$ cat src/design/ism_pkg.sv
// ism_pkg: shared types and constants of the input sequence matcher
// no dependencies; used by ism_cell, ism_row and input_sequence_matcher
package ism_pkg;

  // default geometry
  localparam int HISTORY_DEPTH_DEF = 16;
  localparam int PATTERN_COUNT_DEF = 8;
  localparam int CODE_WIDTH_DEF    = 16;

  // fixed field widths of the stream beats
  localparam int PAD_CODE_W  = 16;
  localparam int SLOT_W      = 3;
  localparam int POS_W       = 4;
  localparam int ID_W        = 3;
  localparam int IN_TDATA_W  = 24;
  localparam int OUT_TDATA_W = 8;

  typedef enum logic {
    KIND_PRESS = 1'b0,
    KIND_LOAD  = 1'b1
  } ism_kind_e;

  // history cell control
  typedef struct packed {
    logic shift;
    logic clear;
  } ism_cell_ctrl_t;

  // pattern row compare control
  typedef struct packed {
    logic start;
    logic step;
  } ism_scan_ctrl_t;

endpackage

$ cat src/design/ism_cell.sv
// ism_cell: one history entry of the shift chain
// depends on ism_pkg
module ism_cell #(
  parameter int CODE_WIDTH = ism_pkg::CODE_WIDTH_DEF
) (
  input  logic                  clk_i,
  input  logic                  rst_ni,
  input  ism_pkg::ism_cell_ctrl_t ctrl_i,
  input  logic [CODE_WIDTH-1:0] d_i,
  output logic [CODE_WIDTH-1:0] q_o
);
  import ism_pkg::*;

  logic [CODE_WIDTH-1:0] code_q;

  always_ff @(posedge clk_i or negedge rst_ni) begin
    if (!rst_ni) begin
      code_q <= '0;
    end else if (ctrl_i.clear) begin
      code_q <= '0;
    end else if (ctrl_i.shift) begin
      code_q <= d_i;
    end
  end

  assign q_o = code_q;

endmodule

$ cat src/design/ism_row.sv
// ism_row: one stored sequence, its length and its running compare
// depends on ism_pkg
module ism_row #(
  parameter int HISTORY_DEPTH = ism_pkg::HISTORY_DEPTH_DEF,
  parameter int CODE_WIDTH    = ism_pkg::CODE_WIDTH_DEF,
  localparam int TW = $clog2(HISTORY_DEPTH),
  localparam int LW = $clog2(HISTORY_DEPTH + 1)
) (
  input  logic                    clk_i,
  input  logic                    rst_ni,
  input  logic                    wr_en_i,
  input  logic [TW-1:0]           wr_idx_i,
  input  logic [CODE_WIDTH-1:0]   wr_data_i,
  input  ism_pkg::ism_scan_ctrl_t scan_i,
  input  logic [TW-1:0]           tick_i,
  input  logic [CODE_WIDTH-1:0]   tap_i,
  output logic                    hit_o
);
  import ism_pkg::*;

  localparam int SW = LW + 1;

  logic [CODE_WIDTH-1:0] word_q [HISTORY_DEPTH];
  logic                  ok_q;
  logic [LW-1:0]         len;
  logic [SW-1:0]         sum;
  logic                  in_win;
  logic [TW-1:0]         elem_idx;
  logic                  bad;

  always_ff @(posedge clk_i or negedge rst_ni) begin
    if (!rst_ni) begin
      for (int k = 0; k < HISTORY_DEPTH; k++) word_q[k] <= '0;
    end else if (wr_en_i) begin
      word_q[wr_idx_i] <= wr_data_i;
    end
  end

  // leading nonzero words
  always_comb begin
    logic run;
    run = 1'b1;
    len = '0;
    for (int k = 0; k < HISTORY_DEPTH; k++) begin
      if (run && (word_q[k] != '0)) begin
        len = LW'(k + 1);
      end else begin
        run = 1'b0;
      end
    end
  end

  // the tap walks the history newest-last; element tick+len-depth lines up with it
  assign sum      = SW'(tick_i) + SW'(len);
  assign in_win   = (sum >= SW'(HISTORY_DEPTH));
  assign elem_idx = TW'(sum - SW'(HISTORY_DEPTH));
  assign bad      = in_win && (word_q[elem_idx] != tap_i);

  always_ff @(posedge clk_i or negedge rst_ni) begin
    if (!rst_ni) begin
      ok_q <= 1'b0;
    end else if (scan_i.start) begin
      ok_q <= 1'b1;
    end else if (scan_i.step && bad) begin
      ok_q <= 1'b0;
    end
  end

  assign hit_o = ok_q && (len != '0);

endmodule

$ cat src/design/input_sequence_matcher.sv
// input_sequence_matcher: detects stored button sequences in the recent press history
// depends on ism_pkg, ism_cell and ism_row
//
//  channel  | dir | tdata (low bit up)                              | tuser
//  s_axis   | in  | pad_code[15:0] loading_active[16] slot[19:17]   | kind
//           |     | position[23:20]                                 |
//  m_axis   | out | pattern_id[2:0], zero fill [7:3]                | matched
//
// a table write or an ignored press gives its result in the cycle after the beat
// a counted press gives its result once the history chain has rotated through its
// HISTORY_DEPTH cells past the compare tap and the done state has picked the winner;
// the next beat can be taken once the matcher is back in idle at the earliest
// one beat is worked on at a time; s_axis_tready_o waits while the result register is held
// reset clears history and the pattern table at once, no sweep
module input_sequence_matcher #(
  parameter int HISTORY_DEPTH = ism_pkg::HISTORY_DEPTH_DEF,
  parameter int PATTERN_COUNT = ism_pkg::PATTERN_COUNT_DEF,
  parameter int CODE_WIDTH    = ism_pkg::CODE_WIDTH_DEF
) (
  input  logic                           clk_i,
  input  logic                           rst_ni,
  input  logic                           s_axis_tvalid_i,
  output logic                           s_axis_tready_o,
  // pad_code, loading_active, pattern_slot, pattern_position
  input  logic [ism_pkg::IN_TDATA_W-1:0] s_axis_tdata_i,
  // kind
  input  logic                           s_axis_tuser_i,
  output logic                           m_axis_tvalid_o,
  input  logic                           m_axis_tready_i,
  // pattern_id, zero fill
  output logic [ism_pkg::OUT_TDATA_W-1:0] m_axis_tdata_o,
  // matched
  output logic                           m_axis_tuser_o
);
  import ism_pkg::*;

  localparam int TW      = $clog2(HISTORY_DEPTH);
  localparam int KeepW   = (CODE_WIDTH < PAD_CODE_W) ? CODE_WIDTH : PAD_CODE_W;
  localparam int PosKeep = (TW < POS_W) ? TW : POS_W;

  typedef enum logic [1:0] {
    ST_IDLE,
    ST_SCAN,
    ST_DONE
  } state_e;

  state_e            state_q;
  logic [TW-1:0]     tick_q;
  logic              out_valid_q;
  logic              out_matched_q;
  logic [ID_W-1:0]   out_id_q;

  logic [PAD_CODE_W-1:0] pad_code;
  logic                  loading;
  logic [SLOT_W-1:0]     slot;
  logic [POS_W-1:0]      pos;
  ism_kind_e             kind;
  logic [CODE_WIDTH-1:0] code;
  logic [TW-1:0]         wr_idx;
  logic                  wr_ok;

  logic accept;
  logic do_load;
  logic do_push;
  logic do_ignore;
  logic found;
  logic [ID_W-1:0] found_id;

  logic [CODE_WIDTH-1:0] hist [HISTORY_DEPTH];
  logic [CODE_WIDTH-1:0] head_d;
  ism_cell_ctrl_t        cell_ctrl;
  ism_scan_ctrl_t        scan_ctrl;
  logic [PATTERN_COUNT-1:0] hit;

  assign pad_code = s_axis_tdata_i[15:0];
  assign loading  = s_axis_tdata_i[16];
  assign slot     = s_axis_tdata_i[19:17];
  assign pos      = s_axis_tdata_i[23:20];
  assign kind     = ism_kind_e'(s_axis_tuser_i);

  assign code   = CODE_WIDTH'(pad_code[KeepW-1:0]);
  assign wr_idx = TW'(pos[PosKeep-1:0]);
  assign wr_ok  = (32'(pos) < HISTORY_DEPTH) && (32'(slot) < PATTERN_COUNT);

  assign s_axis_tready_o = (state_q == ST_IDLE) && (!out_valid_q || m_axis_tready_i);
  assign accept    = s_axis_tvalid_i && s_axis_tready_o;
  assign do_load   = accept && (kind == KIND_LOAD);
  assign do_push   = accept && (kind == KIND_PRESS) && !loading && (code != '0);
  assign do_ignore = accept && !do_load && !do_push;

  // push shifts the new code in; the scan rotates the chain back onto itself
  assign head_d          = do_push ? code : hist[HISTORY_DEPTH-1];
  assign cell_ctrl.shift = do_push || (state_q == ST_SCAN);
  assign cell_ctrl.clear = (state_q == ST_DONE) && found;
  assign scan_ctrl.start = do_push;
  assign scan_ctrl.step  = (state_q == ST_SCAN);

  for (genvar k = 0; k < HISTORY_DEPTH; k++) begin : g_cell
    logic [CODE_WIDTH-1:0] cell_d;
    if (k == 0) begin : g_head
      assign cell_d = head_d;
    end else begin : g_link
      assign cell_d = hist[k-1];
    end
    ism_cell #(
      .CODE_WIDTH(CODE_WIDTH)
    ) u_cell (
      .clk_i  (clk_i),
      .rst_ni (rst_ni),
      .ctrl_i (cell_ctrl),
      .d_i    (cell_d),
      .q_o    (hist[k])
    );
  end

  for (genvar r = 0; r < PATTERN_COUNT; r++) begin : g_row
    logic row_wr;
    assign row_wr = do_load && wr_ok && (32'(slot) == r);
    ism_row #(
      .HISTORY_DEPTH(HISTORY_DEPTH),
      .CODE_WIDTH   (CODE_WIDTH)
    ) u_row (
      .clk_i     (clk_i),
      .rst_ni    (rst_ni),
      .wr_en_i   (row_wr),
      .wr_idx_i  (wr_idx),
      .wr_data_i (code),
      .scan_i    (scan_ctrl),
      .tick_i    (tick_q),
      .tap_i     (hist[HISTORY_DEPTH-1]),
      .hit_o     (hit[r])
    );
  end

  // lowest-numbered hit wins
  always_comb begin
    found    = 1'b0;
    found_id = '0;
    for (int r = PATTERN_COUNT - 1; r >= 0; r--) begin
      if (hit[r]) begin
        found    = 1'b1;
        found_id = ID_W'(r);
      end
    end
  end

  // the result register can only be full while idle
  always_ff @(posedge clk_i or negedge rst_ni) begin
    if (!rst_ni) begin
      state_q       <= ST_IDLE;
      tick_q        <= '0;
      out_valid_q   <= 1'b0;
      out_matched_q <= 1'b0;
      out_id_q      <= '0;
    end else begin
      case (state_q)
        ST_IDLE: begin
          if (do_load || do_ignore) begin
            out_valid_q   <= 1'b1;
            out_matched_q <= 1'b0;
            out_id_q      <= '0;
          end else begin
            if (out_valid_q && m_axis_tready_i) begin
              out_valid_q <= 1'b0;
            end
            if (do_push) begin
              tick_q  <= '0;
              state_q <= ST_SCAN;
            end
          end
        end
        ST_SCAN: begin
          if (tick_q == TW'(HISTORY_DEPTH - 1)) begin
            state_q <= ST_DONE;
          end else begin
            tick_q <= tick_q + 1'b1;
          end
        end
        ST_DONE: begin
          out_valid_q   <= 1'b1;
          out_matched_q <= found;
          out_id_q      <= found_id;
          state_q       <= ST_IDLE;
        end
        default: begin
          state_q <= ST_IDLE;
        end
      endcase
    end
  end

  assign m_axis_tvalid_o = out_valid_q;
  assign m_axis_tuser_o  = out_matched_q;
  assign m_axis_tdata_o  = OUT_TDATA_W'(out_id_q);

endmodule
$ cat config.mk
export PLATFORM = sky130hd
export DESIGN_NAME = input_sequence_matcher
export DESIGN_NICKNAME = d
export VERILOG_FILES = /design/src/design/ism_pkg.sv /design/src/design/ism_cell.sv /design/src/design/ism_row.sv /design/src/design/input_sequence_matcher.sv
export SDC_FILE = /design/constraint.sdc
export NUM_CORES = 2
export LEC_CHECK = 0
export BUFFER_PORTS_ARGS = -buffer_cell sky130_fd_sc_hd__clkbuf_2
export CAP_MARGIN = 20
export CORE_UTILIZATION = 55
export CTS_CLUSTER_DIAMETER = 200
export DETAILED_ROUTE_END_ITERATION = 8
export GPL_TIMING_DRIVEN = 0
export PLACE_DENSITY = 0.79
export SYNTH_ARGS = -nofsm -noshare
export SYNTH_HDL_FRONTEND = slang
export SYNTH_HIERARCHICAL = 1
export SYNTH_SLANG_ARGS = --single-unit
$ cat constraint.sdc
create_clock -name clk_i -period 4.6 [get_ports clk_i]
set_clock_uncertainty 0.2 [all_clocks]
set_input_delay 0.69 -clock clk_i [delete_from_list [all_inputs] [get_ports clk_i]]
set_output_delay 0.69 -clock clk_i [all_outputs]
set_load 0.05 [all_outputs]
==> results.md <==
* Number of cell rows at approximately 170
* Yosys warns at 6
* Residual DRC at 0
* Antenna violations before repair at 26
* Largest family of logic cells by synthesized area: multiplexers
* Met1 Track Usage GR at about 55%
* Critical path's most frequent cell: nand4_1
* Grt met2 use at roughly 62%
* Worst Setup Start Kind: flip-flop
* Sequential fraction of the synthesis area at 49.8%
* PwrDens at between 700 and 800 mW/mm2
* Routed Antenna Nets at 0
* CTS Buffer Depth at 3
* Die Y at about 460 um
* Crit-path slowest cell: fa_2
* Final setup viols at 8
* Sink Count at approximately 2.3k
* Static Leak at about 68 nW
* CP peak stage delay at between 500 and 600 ps
* CTS tree: done
* Vias in the first global route at just over 90k
* Adder-Cell Fraction of Synth Area at 0.491%
* Mux contribution to synthesized area at a little under a third
* Critical path's top delay family: simple AND/OR/NAND/NOR gates
* Number of synthesized register bits at 2323
* Reg clk slew, reported paths at 60 ps
* Fraction of layout cells with a size suffix above 1 at between 30% and 40%
* Synth async-reset ratio at 100%
* Final Hold Fails at 0
* Pins over their slew limit at 0
* Global-route wire length before repair at around 650000 um
* Top FF cell, synth: dfrtp_1
* Post-Synth XOR/XNOR Area at roughly 1.8%
* Critical setup path kind: reg2reg
* Die W at about 460 um
* Starting Density at a little under three fifths
* Crit path time final at about 5300 ps
* Number of synthesized flops with an enable pin at 0
* Cell area after synthesis at around 0.12 mm2
* Placer Congestion at 1.04
* Drt via density at about 6.9
* Worst Path Max Fanout at 10
* H-Tree Level Count at 4
* IO Count at 40
* WP buf/inv at 6
* Post-synth cell types at between 50 and 60
* Worst rel slew slack at about a quarter
* Period utilisation layout at 115%
* Root buffer cell: clkbuf_16
* Port Buffer Count at 34
* F_max at around 190 MHz
* Gr ovfl total at 0
* Worst-Skew Late Latency at between 900 and 1000 ps
* Status: complete, but fails checks
* Simple-Gate Fraction of Synth Area at around an eighth
* Peak VDD IR at 0.000750 V
* Pin count of the biggest net entering global routing at around 120
* GRT busiest layer: met2
* Met3 GRT Util at 9.26%
* CP required at around 5200 ps
* Die area at 0.214 mm2
* TritonCTS Buffers at between 200 and 250
* Post-layout worst setup margin at -693 ps
* Min Hold Slack at 176 ps
* Routed WL per cell at ~34 um
* Place WS at -2210 ps
* Critical path endpoint category: flip-flop
* RSZ-0062 raised after global routing: yes
* Post-synthesis cell count at ~9.6k
* Syn Area/Cell at approximately 12 um2
* Max Cap Viol at 0
* Core Region at ~0.21 mm2
* CP Data Arrival Time at roughly 6000 ps
* Tightest Pin Transition at 1110 ps
* Nets at slightly above 10k
* Cell Chain, Critical Path: nor4_2 -> nand4_1 -> nand4_1 -> buf_6 -> nor2_4 -> mux2i_4 -> o32ai_2 -> nand2_1 -> o21ai_1 -> ha_2 -> inv_2 -> fa_2 -> buf_12 -> buf_16 -> buf_12 -> buf_16 -> mux2i_2 -> nand3_1 -> nand4_1 -> mux2i_1 -> xor2_1 -> nor4_2 -> nand4_1 -> a21oi_2
* Failing checks: setup timing
* WL final at 451000 um
* Iter 0 DRT Violations at around 12k
* Setup TNS at -4570 ps
* Worst min path class: in2reg
* GR Util All Layers at about 40%
* Vias at roughly 90k
* Pre-Repair DR Iteration Count at 7
* Area Growth Syn to Fin at 19.4%
* Dpl hpwl at ~300000 um
* Compound-Gate Fraction of Synth Area at between 1 and 1.5%
sequential cells by signal, summed over array words and instances, names as in the netlist:
register and flops:
g_row.u_row/word_q 2048, g_cell.u_cell/q_o 256, g_row.u_row/ok_q 8, tick_q 4
out_id_q 3, state_q 2, m_axis_tuser_o 1, m_axis_tvalid_o 1
kinds of logic after synthesis:
| kind of cell | Yosys count |
|---|---|
| mux | 3392 |
| simple gates | 2671 |
| flops | 2323 |
| buf+inv | 753 |
| xor+xnor | 216 |
| compound gates | 196 |
| fa+ha+maj | 41 |
| other cells | 1 |
worst paths after layout:
kind                                                           to                              startpoint  cells after the start  slack (ps)
min in group asynchronous   g_row[4].u_row/word_q[92]$_DFFE_PN0P_                                  rst_ni                      2         190
min reg2reg                   g_cell[7].u_cell/q_o[3]$_DFFE_PN0P_     g_cell[6].u_cell/q_o[3]$_DFFE_PN0P_                      2         320
max                               g_row[3].u_row/ok_q$_DFFE_PN0P_  g_row[3].u_row/word_q[218]$_DFFE_PN0P_                     24        -690
min                        g_row[5].u_row/word_q[200]$_DFFE_PN0P_                       s_axis_tdata_i[8]                      2         180
max reg2reg                       g_row[3].u_row/ok_q$_DFFE_PN0P_  g_row[3].u_row/word_q[218]$_DFFE_PN0P_                     24        -690
max in group asynchronous  g_row[6].u_row/word_q[249]$_DFFE_PN0P_                                  rst_ni                      8         530
final cells by class:
class | count | area, um2
antenna | 13 | 32.5
sequential | 2323 | 58200
inverter | 48 | 180
tap | 2805 | 3510
clock buffer | 325 | 6670
fill | 15200 | 70800
clock inverter | 108 | 1420
buffer | 705 | 5150
multi-input combinational | 6521 | 59800
timing repair buffer | 370 | 4480
placed cells by master (no fill, tap or decap), drive strengths merged, types with 59 or more instances in the layout:
cell / synthesis / final
nand4: 424 / 424
mux2: 2072 / 2072
inv: 48 / 59
nor2: 380 / 380
nand2: 79 / 79
xor2: 176 / 176
nand3: 974 / 974
clkinv: 0 / 62
clkbuf: 381 / 750
nor4: 564 / 564
buf: 324 / 634
a2111oi: 72 / 72
mux2i: 1320 / 1320
dfrtp: 2323 / 2323
nor2b: 88 / 88
worst reg2reg max path: cells and delay by family, from the launching register on:
family	cells	cell delay, ps
adders and majority gates	2	740
muxes	3	600
DFF	1	410
xor gates and xnor gates	1	170
and+or+nand+nor	9	1870
buffers and inverters	6	800
AOI/OAI and AO/OA	3	410
through the flow:
stage | util, % | instances | total power, mW | cell area, um2
final | 66.3 | 13200 | 105 | 139000
after global routing | 66.3 | 13200 | 107 | 139000
after floorplan | - | 9597 | 52.6 | 117000
after CTS | 65.1 | 13100 | 99.6 | 137000
after detailed placement | 58.0 | 12500 | 69.9 | 122000
after global placement | 57.3 | 12400 | 69.8 | 120000
Yosys cell counts (all sizes together) (16+ instances only):
| cell type | number | area (um2) |
|---|---|---|
| mux2 | 2072 | 23400 |
| xor2 | 176 | 1600 |
| nor2b | 88 | 551 |
| nor4 | 564 | 3530 |
| mux2i | 1320 | 13200 |
| a2111oi | 72 | 631 |
| nand3b | 16 | 120 |
| o21ai | 38 | 190 |
| dfrtp | 2323 | 58100 |
| clkbuf | 381 | 1430 |
| nand4 | 424 | 2650 |
| a21oi | 21 | 105 |
| nand2b | 44 | 275 |
| xnor2 | 40 | 470 |
| inv | 48 | 180 |
| ha | 33 | 413 |
| nor3b | 17 | 128 |
| nand2 | 79 | 297 |
| buf | 324 | 1920 |
| nor3 | 29 | 150 |
| and4 | 17 | 149 |
| or3 | 18 | 113 |
| a21boi | 16 | 120 |
| nand3 | 974 | 4870 |
| nor2 | 380 | 1430 |
repair_timing:
item / CTS / global route
pin swaps: 203 / 138
endpoints found under the hold margin: 118 / 0
cloned: 13 / 12
hold buffers: 7 / 0
gates resized for setup: 1120 / 337
endpoints found under the setup margin: 32 / 159
buffers inserted: 163 / 84
layer usage:
metal	share of wire [%]	routed length [um]	vias to the layer above
li1	-	-	37000
met5	0.014	64	-
met4	6.6	29800	10
met3	9.9	44600	1391
met1	39	176000	47000
met2	44	201000	5363
where the power goes:
group | internal (mW) | total (mW) | switching, mW
Sequential | 21.9 | 23.5 | 1.64
Combinational | 24.6 | 61.1 | 36.5
Clock | 11.4 | 20.0 | 8.60
No activity file was read; power rests on OpenSTA's default activity.
